`src/design/cgb_pkg.sv`:
```
// ----------------------------------------------------------------------------
// Crossover gamete builder package
// Shared word types, function codes and the queue command format.
// ----------------------------------------------------------------------------
package cgb_pkg;

  // Function codes carried in the func field of an input word.
  localparam logic [1:0] FUNC_START = 2'd0;
  localparam logic [1:0] FUNC_LOAD  = 2'd1;
  localparam logic [1:0] FUNC_SITE  = 2'd2;

  // Input word as seen on the port.
  typedef struct packed {
    logic [1:0]  func;
    logic        start_chromosome;
    logic [31:0] position;
    logic [7:0]  allele_first;
    logic [7:0]  allele_second;
  } in_t;

  // Result word as seen on the port.
  typedef struct packed {
    logic [7:0]  allele_out;
    logic        source_chromosome;
    logic [15:0] site_index;
    logic        segment_start;
    logic        overflow;
  } out_t;

  // Classified operation held in the queue.
  typedef enum logic [1:0] {
    OP_START,
    OP_LOAD,
    OP_SITE
  } op_e;

  typedef struct packed {
    op_e         op;
    logic        start_chromosome;
    logic [31:0] position;
    logic [7:0]  allele_first;
    logic [7:0]  allele_second;
  } cmd_t;

  // Back-end sequencer states.
  typedef enum logic [1:0] {
    BK_IDLE,
    BK_SCAN,
    BK_EMIT
  } bk_state_e;

endpackage

```
`src/design/cgb_front.sv`:
```
// ----------------------------------------------------------------------------
// Crossover gamete builder front end
// Accepts input words, classifies the function code, discards undefined
// codes and queues commands in a two-entry queue for the back end.
// ----------------------------------------------------------------------------
module cgb_front (
  input  logic          clk_i,
  input  logic          rst_ni,
  input  logic          in_valid_i,
  output logic          in_ready_o,
  input  cgb_pkg::in_t  in_data_i,
  output logic          cmd_valid_o,
  output cgb_pkg::cmd_t cmd_o,
  input  logic          cmd_pop_i
);

  cgb_pkg::cmd_t entry_q [2];
  logic          wr_ptr_q, rd_ptr_q;
  logic [1:0]    fill_q;
  logic          accept;
  logic          push;
  logic          pop;
  cgb_pkg::cmd_t cmd_new;
  logic          cmd_ok;

  // Classify the incoming word; undefined codes are accepted and dropped.
  always_comb begin
    cmd_new.start_chromosome = in_data_i.start_chromosome;
    cmd_new.position         = in_data_i.position;
    cmd_new.allele_first     = in_data_i.allele_first;
    cmd_new.allele_second    = in_data_i.allele_second;
    cmd_new.op               = cgb_pkg::OP_START;
    cmd_ok                   = 1'b1;
    unique case (in_data_i.func)
      cgb_pkg::FUNC_START: cmd_new.op = cgb_pkg::OP_START;
      cgb_pkg::FUNC_LOAD:  cmd_new.op = cgb_pkg::OP_LOAD;
      cgb_pkg::FUNC_SITE:  cmd_new.op = cgb_pkg::OP_SITE;
      default:             cmd_ok     = 1'b0;
    endcase
  end

  assign in_ready_o  = (fill_q != 2'd2);
  assign accept      = in_valid_i && in_ready_o;
  assign push        = accept && cmd_ok;
  assign cmd_valid_o = (fill_q != 2'd0);
  assign pop         = cmd_pop_i && cmd_valid_o;
  assign cmd_o       = entry_q[rd_ptr_q];

  // Queue pointers and fill level.
  always_ff @(posedge clk_i or negedge rst_ni) begin
    if (!rst_ni) begin
      wr_ptr_q <= 1'b0;
      rd_ptr_q <= 1'b0;
      fill_q   <= 2'd0;
    end else begin
      if (push) begin
        wr_ptr_q <= ~wr_ptr_q;
      end
      if (pop) begin
        rd_ptr_q <= ~rd_ptr_q;
      end
      fill_q <= fill_q + {1'b0, push} - {1'b0, pop};
    end
  end

  // Queue storage.
  always_ff @(posedge clk_i) begin
    if (push) begin
      entry_q[wr_ptr_q] <= cmd_new;
    end
  end

  // The fill level never exceeds the two entries.
  assert property (@(posedge clk_i) disable iff (!rst_ni) fill_q != 2'd3)
    else $error("queue fill level out of range");

  // A word is never written into a full queue.
  assert property (@(posedge clk_i) disable iff (!rst_ni) push |-> fill_q != 2'd2)
    else $error("push into a full queue");

  // The back end only takes a command while one is held.
  assert property (@(posedge clk_i) disable iff (!rst_ni) cmd_pop_i |-> cmd_valid_o)
    else $error("pop from an empty queue");

endmodule

```
`src/design/cgb_back.sv`:
```
// ----------------------------------------------------------------------------
// Crossover gamete builder back end
// Holds the crossover store and gamete state, executes queued commands and
// drives the registered result word.
// ----------------------------------------------------------------------------
module cgb_back #(
  parameter int MAX_CROSSOVERS = 64,
  parameter int MAX_SITES      = 65536
) (
  input  logic          clk_i,
  input  logic          rst_ni,
  input  logic          cmd_valid_i,
  input  cgb_pkg::cmd_t cmd_i,
  output logic          cmd_pop_o,
  output logic          out_valid_o,
  input  logic          out_ready_i,
  output cgb_pkg::out_t out_data_o
);

  localparam int CNT_W  = $clog2(MAX_CROSSOVERS + 1);
  localparam int IDX_W  = (MAX_CROSSOVERS > 1) ? $clog2(MAX_CROSSOVERS) : 1;
  localparam int SITE_W = $clog2(MAX_SITES + 1);

  logic [31:0]         store_mem [MAX_CROSSOVERS];
  logic [31:0]         rdata_q;
  logic [CNT_W-1:0]    rd_addr;

  cgb_pkg::bk_state_e  state_q, state_d;
  logic [CNT_W-1:0]    cnt_q, next_q, next_inc;
  logic [SITE_W-1:0]   site_q;
  logic                cur_src_q, prior_src_q, ovf_q;
  logic [31:0]         pos_q;
  logic [7:0]          a1_q, a2_q;
  logic                out_valid_q;
  cgb_pkg::out_t       out_q;

  logic out_free, hit, first, more, pending, site_full, store_full;
  logic src_scan, src_e;
  logic do_start, do_load, load_site, emit, adv;
  logic [7:0] sel_a1, sel_a2;

  assign out_free   = !out_valid_q || out_ready_i;
  assign hit        = rdata_q < pos_q;
  assign first      = (site_q == '0);
  assign next_inc   = next_q + CNT_W'(1);
  assign more       = next_inc < cnt_q;
  assign pending    = next_q < cnt_q;
  assign site_full  = site_q >= SITE_W'(MAX_SITES);
  assign store_full = cnt_q >= CNT_W'(MAX_CROSSOVERS);
  assign src_scan   = (hit && !first) ? ~cur_src_q : cur_src_q;

  // Next-state logic of the sequencer.
  always_comb begin
    state_d = state_q;
    unique case (state_q)
      cgb_pkg::BK_IDLE: begin
        if (cmd_valid_i && cmd_i.op == cgb_pkg::OP_SITE && !site_full) begin
          if (pending) begin
            state_d = cgb_pkg::BK_SCAN;
          end else if (!out_free) begin
            state_d = cgb_pkg::BK_EMIT;
          end
        end
      end
      cgb_pkg::BK_SCAN: begin
        if (!(hit && more)) begin
          state_d = out_free ? cgb_pkg::BK_IDLE : cgb_pkg::BK_EMIT;
        end
      end
      cgb_pkg::BK_EMIT: begin
        if (out_free) begin
          state_d = cgb_pkg::BK_IDLE;
        end
      end
      default: state_d = cgb_pkg::BK_IDLE;
    endcase
  end

  // Control outputs of the sequencer.
  always_comb begin
    cmd_pop_o = 1'b0;
    do_start  = 1'b0;
    do_load   = 1'b0;
    load_site = 1'b0;
    emit      = 1'b0;
    adv       = 1'b0;
    src_e     = cur_src_q;
    sel_a1    = a1_q;
    sel_a2    = a2_q;
    unique case (state_q)
      cgb_pkg::BK_IDLE: begin
        cmd_pop_o = cmd_valid_i;
        sel_a1    = cmd_i.allele_first;
        sel_a2    = cmd_i.allele_second;
        if (cmd_valid_i) begin
          unique case (cmd_i.op)
            cgb_pkg::OP_START: do_start = 1'b1;
            cgb_pkg::OP_LOAD:  do_load  = 1'b1;
            cgb_pkg::OP_SITE: begin
              if (!site_full) begin
                load_site = 1'b1;
                emit      = !pending && out_free;
              end
            end
            default: ;
          endcase
        end
      end
      cgb_pkg::BK_SCAN: begin
        adv   = hit;
        src_e = src_scan;
        emit  = !(hit && more) && out_free;
      end
      cgb_pkg::BK_EMIT: begin
        emit = out_free;
      end
      default: ;
    endcase
  end

  // Crossover store: one write port, one registered read port.
  assign rd_addr = (state_q == cgb_pkg::BK_SCAN) ? next_inc : next_q;

  always_ff @(posedge clk_i) begin
    if (do_load && !store_full) begin
      store_mem[cnt_q[IDX_W-1:0]] <= cmd_i.position;
    end
    rdata_q <= store_mem[rd_addr[IDX_W-1:0]];
  end

  // Sequencer state and gamete control state.
  always_ff @(posedge clk_i or negedge rst_ni) begin
    if (!rst_ni) begin
      state_q     <= cgb_pkg::BK_IDLE;
      cnt_q       <= '0;
      next_q      <= '0;
      site_q      <= '0;
      cur_src_q   <= 1'b0;
      prior_src_q <= 1'b0;
      ovf_q       <= 1'b0;
      out_valid_q <= 1'b0;
    end else begin
      state_q <= state_d;
      if (do_start) begin
        cnt_q       <= '0;
        next_q      <= '0;
        site_q      <= '0;
        ovf_q       <= 1'b0;
        cur_src_q   <= cmd_i.start_chromosome;
        prior_src_q <= cmd_i.start_chromosome;
      end else begin
        if (do_load) begin
          if (store_full) begin
            ovf_q <= 1'b1;
          end else begin
            cnt_q <= cnt_q + CNT_W'(1);
          end
        end
        if (adv) begin
          next_q    <= next_inc;
          cur_src_q <= src_scan;
        end
        if (emit) begin
          cur_src_q   <= src_e;
          prior_src_q <= src_e;
          site_q      <= site_q + SITE_W'(1);
        end
      end
      if (emit) begin
        out_valid_q <= 1'b1;
      end else if (out_ready_i) begin
        out_valid_q <= 1'b0;
      end
    end
  end

  // Site operands and the result word.
  always_ff @(posedge clk_i) begin
    if (load_site) begin
      pos_q <= cmd_i.position;
      a1_q  <= cmd_i.allele_first;
      a2_q  <= cmd_i.allele_second;
    end
    if (emit) begin
      out_q.allele_out        <= src_e ? sel_a2 : sel_a1;
      out_q.source_chromosome <= src_e;
      out_q.site_index        <= 16'(site_q);
      out_q.segment_start     <= first || (src_e != prior_src_q);
      out_q.overflow          <= ovf_q;
    end
  end

  assign out_valid_o = out_valid_q;
  assign out_data_o  = out_q;

  // The consume pointer never passes the fill count.
  assert property (@(posedge clk_i) disable iff (!rst_ni) next_q <= cnt_q)
    else $error("consume pointer beyond fill count");

  // A scan cycle always has a stored crossover under examination.
  assert property (@(posedge clk_i) disable iff (!rst_ni)
    state_q == cgb_pkg::BK_SCAN |-> next_q < cnt_q)
    else $error("scan without a pending crossover");

  // A result is never written over one that has not been taken.
  assert property (@(posedge clk_i) disable iff (!rst_ni)
    emit |-> (!out_valid_q || out_ready_i))
    else $error("result register overwritten");

  // The site count never runs past its limit.
  assert property (@(posedge clk_i) disable iff (!rst_ni)
    site_q <= SITE_W'(MAX_SITES))
    else $error("site count beyond limit");

endmodule

```
`src/design/crossover_gamete_builder.sv`:
```
// ----------------------------------------------------------------------------
// Crossover gamete builder
// Builds one gamete site by site from two parental chromosomes.
// ----------------------------------------------------------------------------
// A start word and a load word are each executed as they leave the queue. A
// site word is emitted as it leaves the queue when every stored crossover
// has already been consumed. Otherwise it leaves the queue and starts the
// store read, and the scan then compares each crossover it consumes, plus
// the first entry not below the site when the scan stops before the end of
// the store. The crossover store gives one read per cycle, so entries are
// compared in turn. A result that finds the previous one still untaken
// holds the back end until the output register frees. A two-word queue
// separates the input side from the back end, so up to two new commands
// are queued while the back end is busy or a result waits. Crossover
// positions are expected in ascending order; later entries not below a site
// wait for later sites. Undefined function codes are accepted and dropped.
module crossover_gamete_builder #(
  parameter int MAX_CROSSOVERS = 64,
  parameter int MAX_SITES      = 65536
) (
  input  logic          clk_i,
  input  logic          rst_ni,
  input  logic          in_valid_i,
  output logic          in_ready_o,
  input  cgb_pkg::in_t  in_data_i,
  output logic          out_valid_o,
  input  logic          out_ready_i,
  output cgb_pkg::out_t out_data_o
);

  logic          cmd_valid;
  logic          cmd_pop;
  cgb_pkg::cmd_t cmd;

  // Front end: classification and command queue.
  cgb_front u_front (
    .clk_i       (clk_i),
    .rst_ni      (rst_ni),
    .in_valid_i  (in_valid_i),
    .in_ready_o  (in_ready_o),
    .in_data_i   (in_data_i),
    .cmd_valid_o (cmd_valid),
    .cmd_o       (cmd),
    .cmd_pop_i   (cmd_pop)
  );

  // Back end: crossover store, gamete state and result register.
  cgb_back #(
    .MAX_CROSSOVERS (MAX_CROSSOVERS),
    .MAX_SITES      (MAX_SITES)
  ) u_back (
    .clk_i       (clk_i),
    .rst_ni      (rst_ni),
    .cmd_valid_i (cmd_valid),
    .cmd_i       (cmd),
    .cmd_pop_o   (cmd_pop),
    .out_valid_o (out_valid_o),
    .out_ready_i (out_ready_i),
    .out_data_o  (out_data_o)
  );

endmodule

```
`config.mk`:
```
export PLATFORM = sky130hd
export DESIGN_NAME = crossover_gamete_builder
export DESIGN_NICKNAME = d
export VERILOG_FILES = /design/src/design/cgb_pkg.sv /design/src/design/cgb_front.sv /design/src/design/cgb_back.sv /design/src/design/crossover_gamete_builder.sv
export SDC_FILE = /design/constraint.sdc
export NUM_CORES = 2
export LEC_CHECK = 0
export BUFFER_PORTS_ARGS = -buffer_cell sky130_fd_sc_hd__clkbuf_2
export CORE_ASPECT_RATIO = 1.1
export CORE_MARGIN = 2
export CORE_UTILIZATION = 38
export CTS_CLUSTER_DIAMETER = 150
export CTS_CLUSTER_SIZE = 14
export DETAILED_ROUTE_END_ITERATION = 10
export PLACE_DENSITY = 0.62
export SKIP_LAST_GASP = 1
export SLEW_MARGIN = 25
export SYNTH_ARGS = -nofsm -noshare
export SYNTH_HDL_FRONTEND = slang
export SYNTH_SLANG_ARGS = --single-unit
```
`constraint.sdc`:
```
create_clock -name clk_i -period 5.1 [get_ports clk_i]
set_clock_uncertainty 0.1 [all_clocks]
set_input_delay 0.51 -clock clk_i [delete_from_list [all_inputs] [get_ports clk_i]]
set_output_delay 0.51 -clock clk_i [all_outputs]
set_load 0.02 [all_outputs]
```
Yosys cells after proc, flatten, opt, wreduce, memory -nomap -nowiden --
Memory sizes are Yosys's and may differ from the RTL's. A register that Yosys moved wholly into a read port is not among the register bits. Index checks and enable logic that the tools add are counted.
Cells by class: add/subtract/negate cells 5, magnitude comparators 5, eq/ne operators 13, multiplexer cells 52, bitwise operators 3, reduce and logical (&&, ||, !) cells 33
Operator list (count):
- two-way mux 7 bit | 5
- two-way mux 17 bit | 2
- less-than comparator 32 bit | 1
- two-way mux 1 bit | 32
- two-way mux 8 bit | 3
- adder 17 x 1 -> 17 bit (second input constant) | 1
- greater-or-equal comparator 17 bit (second input constant) | 1
- zero test 17 bit | 1
- adder 7 x 1 -> 7 bit (second input constant) | 2
- less-than comparator 7 bit | 2
- two-way mux 2 bit | 6
- nonzero test 2 bit | 6
- logical AND 1 bit | 10
- greater-or-equal comparator 7 bit (second input constant) | 1
- == test 2 x 1 -> 1 bit (second input constant) | 3
- == test 2 bit (second input constant) | 3
- zero test 1 bit | 6
- zero test 2 bit | 3
- two-way mux 6 bit | 1
- inequality test 2 bit (second input constant) | 3
- one-hot mux 2 bit (3 select lines) | 1
- inequality test 2 x 1 -> 1 bit (second input constant) | 2
- one-hot mux 2 bit (2 select lines) | 1
- AND reduction 2 bit | 2
- other kinds (10) | 13
Storage, ports and cells: flip-flop bits (word level) 116, memory bits (writable) 2150, bits of input ports 55, output and inout port bits 29, word-level logic and storage cells 132, memories kept 2
Memories:
- u_back.store_mem | depth 64, bits a word 32, rd ports 1, clocked after memory_dff 1, wr ports 1, RTL line cgb_back.sv:24 | logic [31:0] store_mem [MAX_CROSSOVERS];
- u_front.entry_q | depth 2, bits a word 51, rd ports 1, clocked after memory_dff 0, wr ports 1, RTL line cgb_front.sv:17 | cgb_pkg::cmd_t entry_q [2];

Longest topological paths before layout --
depth in word-level cells 9, depth in mapped cells 13, mapped depth without buffers 13

By module --
From an unflattened synthesis, not the netlist that was laid out.
Unflattened totals: cells, all modules 3830, area total of the unflattened synthesis 88138.3 um2
Modules (own cells, without submodules):
- cgb_back | times used 1, cells an instance 3645, area each 84189.5 um2, sequential area each 65317.6 um2
- cgb_front | times used 1, cells an instance 185, area each 3948.8 um2, sequential area each 3163.0 um2

Least setup slack after synthesis --
No wires, ideal clock.
path type register to register, start register u_back.state_q[0], end memory u_back.store_mem[62][0] (enable), library setup time 0.421 ns, data arrival time 3.324 ns, required time 4.579 ns, path slack 1.255 ns, cell stages (with the launch flop) 8, buffers on the path 1, path through dfrtp_1 buf_2 nor2_2 nand3_1 or3_1 nor2_1 nand3_1 nor2_1
On the way: word-level cells in the longest chain between the ends 5
RTL lines:
- start: declaration | RTL line cgb_back.sv:28 | cgb_pkg::bk_state_e state_q, state_d;
- start signal: assignment | RTL line cgb_back.sv:134 | state_q <= cgb_pkg::BK_IDLE;
- start signal: assignment | RTL line cgb_back.sv:143 | state_q <= state_d;
- zero test 2 bit | RTL line cgb_back.sv:90 | unique case (state_q)
- two-way mux 1 bit | RTL line cgb_back.sv:90
- logical AND 1 bit | RTL line cgb_back.sv:125 | if (do_load && !store_full) begin
- two-way mux 1 bit | RTL line cgb_back.sv:125
- two-way mux 1 bit (implied by the code) | RTL line cgb_back.sv:126 | store_mem[cnt_q[IDX_W-1:0]] <= cmd_i.position;
- end: declaration | RTL line cgb_back.sv:24
No other way between the ends.

Worst setup path after layout --
start register u_back.state_q[0], end memory u_back.store_mem[4][17] (enable)
Same word-level chain as after synthesis.

==> flow_metrics.py <==
metrics = {
    "timing": {
        "maxSlewViolCount": 0,
        "fin_tns_setup_ns": 0,
        "hold_viol_final": 0,
        "maxSlewHeadroom_pct": 24.6,
        "max_freq_ghz": 0.252,
        "min_period_ns": 3.97,
        "worst-slew-pin-transition_ns": 1.13,
        "rsz0062_at_grt": "false",
        "setup_viol": 0,
        "period_share_pct": 77.9,
    },
    "cells_and_area": {
        "n_fill_cell": 19826,
        "final_cell_mix": "edfxtp_1, mux4_2, nand2_1",
        "regArea_sq_mm": 0.0685,
        "multiInputGateArea_sq_mm": 0.0195,
        "final_core_util_pct": 43.2,
        "area_growth_pct": 12.9,
        "layout_commonest_cell": "edfxtp_1",
        "fin_cells": 7637,
        "drive_above_1_share_pct": 25.4,
        "fin_nets": 4571,
    },
    "global_routing": {
        "antenna_found_initial": 21,
        "grt_pass1_wl_microns": 320000,
        "track_usage_pct": 18.8,
        "grt_pass1_vias": 44285,
        "grt_max_degree": 97,
        "grt-ovfl-total": 0,
    },
    "worst_setup_path": {
        "path_buf_inv": 2,
        "cp.required_ns": 5.56,
        "crit_path_end_kind": "register",
        "crit_slowest_cell": "nor2_4",
        "crit_type": "register to register",
        "regToRegStartpoint": "u_back.state_q[0]",
        "arrival_ns": 4.43,
        "path_cells": "nor2_2 -> buf_4 -> nand3_1 -> or3_1 -> nor2_1 -> nand2_1 -> nor2_4 -> buf_4",
        "rr_worst_depth": 8,
        "reg2reg_setup_slack_ns": 1.13,
        "start_kind": "register",
        "critical-path-top-cell-by-count": "buf_4",
        "cp_max_fo": 15,
        "critPathMaxStageDelay_ns": 0.77,
        "cp_top_family": "simple AND/OR/NAND/NOR gates",
        "rr_endpoint": "u_back.store_mem[4][17]",
    },
    "synthesis": {
        "netlist_area_sq_mm": 0.0886,
        "synth_area_per_cell_sq_um": 21.4,
        "synthSimpleGateAreaFrac_pct": 3.23,
        "ys_warn_count": 0,
        "synth_top_cell_area_share_pct": 75.4,
        "ys.flop_type": "edfxtp_1",
        "ys_top_cells_by_area": "edfxtp_1, mux4_2, mux2i_1, nand2_1, dfrtp_1",
        "synthCells": 4138,
        "synth_top_area_cell": "edfxtp_1",
        "synth_compound_area_share_pct": 1.74,
        "ys_ff_latch": 2298,
        "synth_top_family_by_area": "multiplexers",
        "synthAdderAreaFrac_pct": 0.706,
        "synth_enable_flop_cells": 2225,
        "synth_fp_nets": 4243,
        "async_reset_ff_share_pct": 1.78,
        "synth-xor-area-share_pct": 0.307,
        "yosys.cell_types.count": 69,
        "synthMuxAreaShare_pct": 15.3,
        "ys_seq_area_share_pct": 77.3,
    },
    "pwr": {
        "ir_worst_vdd_mv": 0.503,
        "power_mw": 46.6,
        "power_leakage_nw": 31.6,
        "powerDensity_mw_per_mm2": 466,
    },
    "run": {
        "max_cap_violations": 0,
    },
    "min_path": {
        "holdCritPathClass": "input pin to register",
        "min_from": "in_valid_i",
        "min_path_cells": 3,
        "hold_path_end": "u_front.wr_ptr_q",
    },
    "route": {
        "drt_iter0_markers": 5096,
        "drc": 0,
        "drt_wl_total_microns": 224000,
        "drt_pass1_iterations": 5,
        "vias_per_cell": 5.67,
        "vias": 43330,
        "wl_per_cell_microns": 29.3,
        "ant_nets": 0,
    },
    "die": {
        "ios": 84,
        "die_w_microns": 464,
        "coreArea_sq_mm": 0.231,
        "initial_utilization_pct": 38.3,
        "die_y_microns": 510,
        "row_count": 185,
        "dieArea_sq_mm": 0.237,
    },
    "place": {
        "place_congestion": 0.871,
        "dp_cells": 7313,
        "io_buffers": 83,
        "hpwl_microns": 131000,
    },
    "cts": {
        "clock_path_buffers": 3,
        "clk_latency_ns": 0.87,
        "clk_pin_slew_ns": 0.07,
        "clkSinkCount": 2298,
        "htreeDepth": 4,
        "cts_buffers": 182,
        "cts_root_buf": "clkbuf_16",
        "cts_tree": "done",
    },
    "run_status": {
        "status": "complete, no violations",
    },
}
==> worst min-delay path: cells and delay by family <==
family | cells | cell delay (ns)
xor+xnor | 1 | 0.09
buf+inv | 1 | 0.17
simple gates | 1 | 0.20
==> routing by layer <==
layer	up-vias	GRT usage (%)	share of wire [%]
met5	-	0	0.010
met4	4	7.00	3.6
met3	340	3.08	7.0
met2	1675	31.6	50
met1	23579	24.8	40
li1	17732	-	-
==> report_power, final <==
group          total [mW]  leakage [nW]  internal, mW  switching, mW
registers            23.8          20.9          23.5          0.265
clock network        13.0          2.46          6.66           6.35
logic                9.79          8.29          3.49           6.30
==> flip-flops by register name (all words and copies together) (netlist names), 7 cells and up <==
signal / count
u_back.out_data_o: 27
u_back.site_q: 17
u_front.entry_q: 102
u_back.a2_q: 8
u_back.store_mem: 2048
u_back.pos_q: 32
u_back.a1_q: 8
u_back.next_q: 7
u_back.cnt_q: 7
u_back.rdata_q: 32
==> what timing repair did <==
item | in CTS | in global routing
buffers inserted | 0 | 0
resized for setup | 0 | 0
hold endpoints to repair | 146 | 0
hold buffers | 54 | 0
==> how the worst max path moves through the flow <==
stage,depth (start not counted),from,endpoint,slack [ns]
3_3_place_gp,8,u_back.state_q[0],u_back.store_mem[4][17],1.14
3_5_place_dp,8,u_back.state_q[0],u_back.store_mem[4][10],1.15
4_1_cts,8,u_back.state_q[0],u_back.store_mem[4][30],1.14
2_1_floorplan,7,u_back.state_q[0],u_back.store_mem[62][0],1.25
6_report,8,u_back.state_q[0],u_back.store_mem[4][17],1.13
5_1_grt,8,u_back.state_q[0],u_back.store_mem[4][30],1.02
==> Yosys cell counts, types with 3 or more instances <==
cell / count
o31ai_1: 3
xnor2_1: 20
and4_1: 26
or2_2: 3
edfxtp_1: 2225
o32ai_1: 3
nand2_1: 310
nor3_2: 4
and3_1: 16
a22oi_1: 9
nor3_1: 18
and2_1: 3
nor2b_1: 4
nor4_1: 7
o22ai_1: 4
mux4_2: 515
mux2i_1: 125
xor2_1: 6
clkbuf_1: 70
a21oi_1: 39
inv_1: 48
a22o_1: 8
nand2b_1: 9
a21o_1: 4
buf_2: 71
dfxtp_1: 32
buf_4: 56
mux4_1: 5
a31oi_1: 3
nand3_1: 74
or3_1: 5
o21ai_0: 12
ha_1: 50
a32oi_1: 92
dfrtp_1: 41
nand4_1: 24
nor2_1: 104
mux2_2: 49
==> cells by family (layout without fill, tap and decap cells) <==
logic type	Yosys count	after routing
simple gates	621	621
fa+ha+maj	50	50
flops	2298	2298
compound gates	197	197
mux	695	695
buf+inv	249	656
xor+xnor	28	28
other cells	0	7
==> through the flow <==
stage / instance area [sq um] / hold WS (ns) / setup slack [ns]
final: 100000 / 0.0560 / 1.13
after CTS: 99900 / 0.00828 / 1.14
after floorplan: 88600 / 0.114 / 1.25
after global routing: 100000 / 0.0267 / 1.02
after detailed placement: 94300 / 0.405 / 1.15
after global placement: 94300 / 0.410 / 1.14
==> cell type report <==
type / instances / area share, %
repair buffers: 345 / 2.84
well taps: 3085 / 3.86
multi-input cells: 1591 / 19.5
flip-flops and latches: 2298 / 68.5
inverters: 48 / 0.180
clock inverters: 13 / 0.218
clock buffers: 250 / 4.90
diodes: 7 / 0.0175
(Power assumes the default switching activity.)
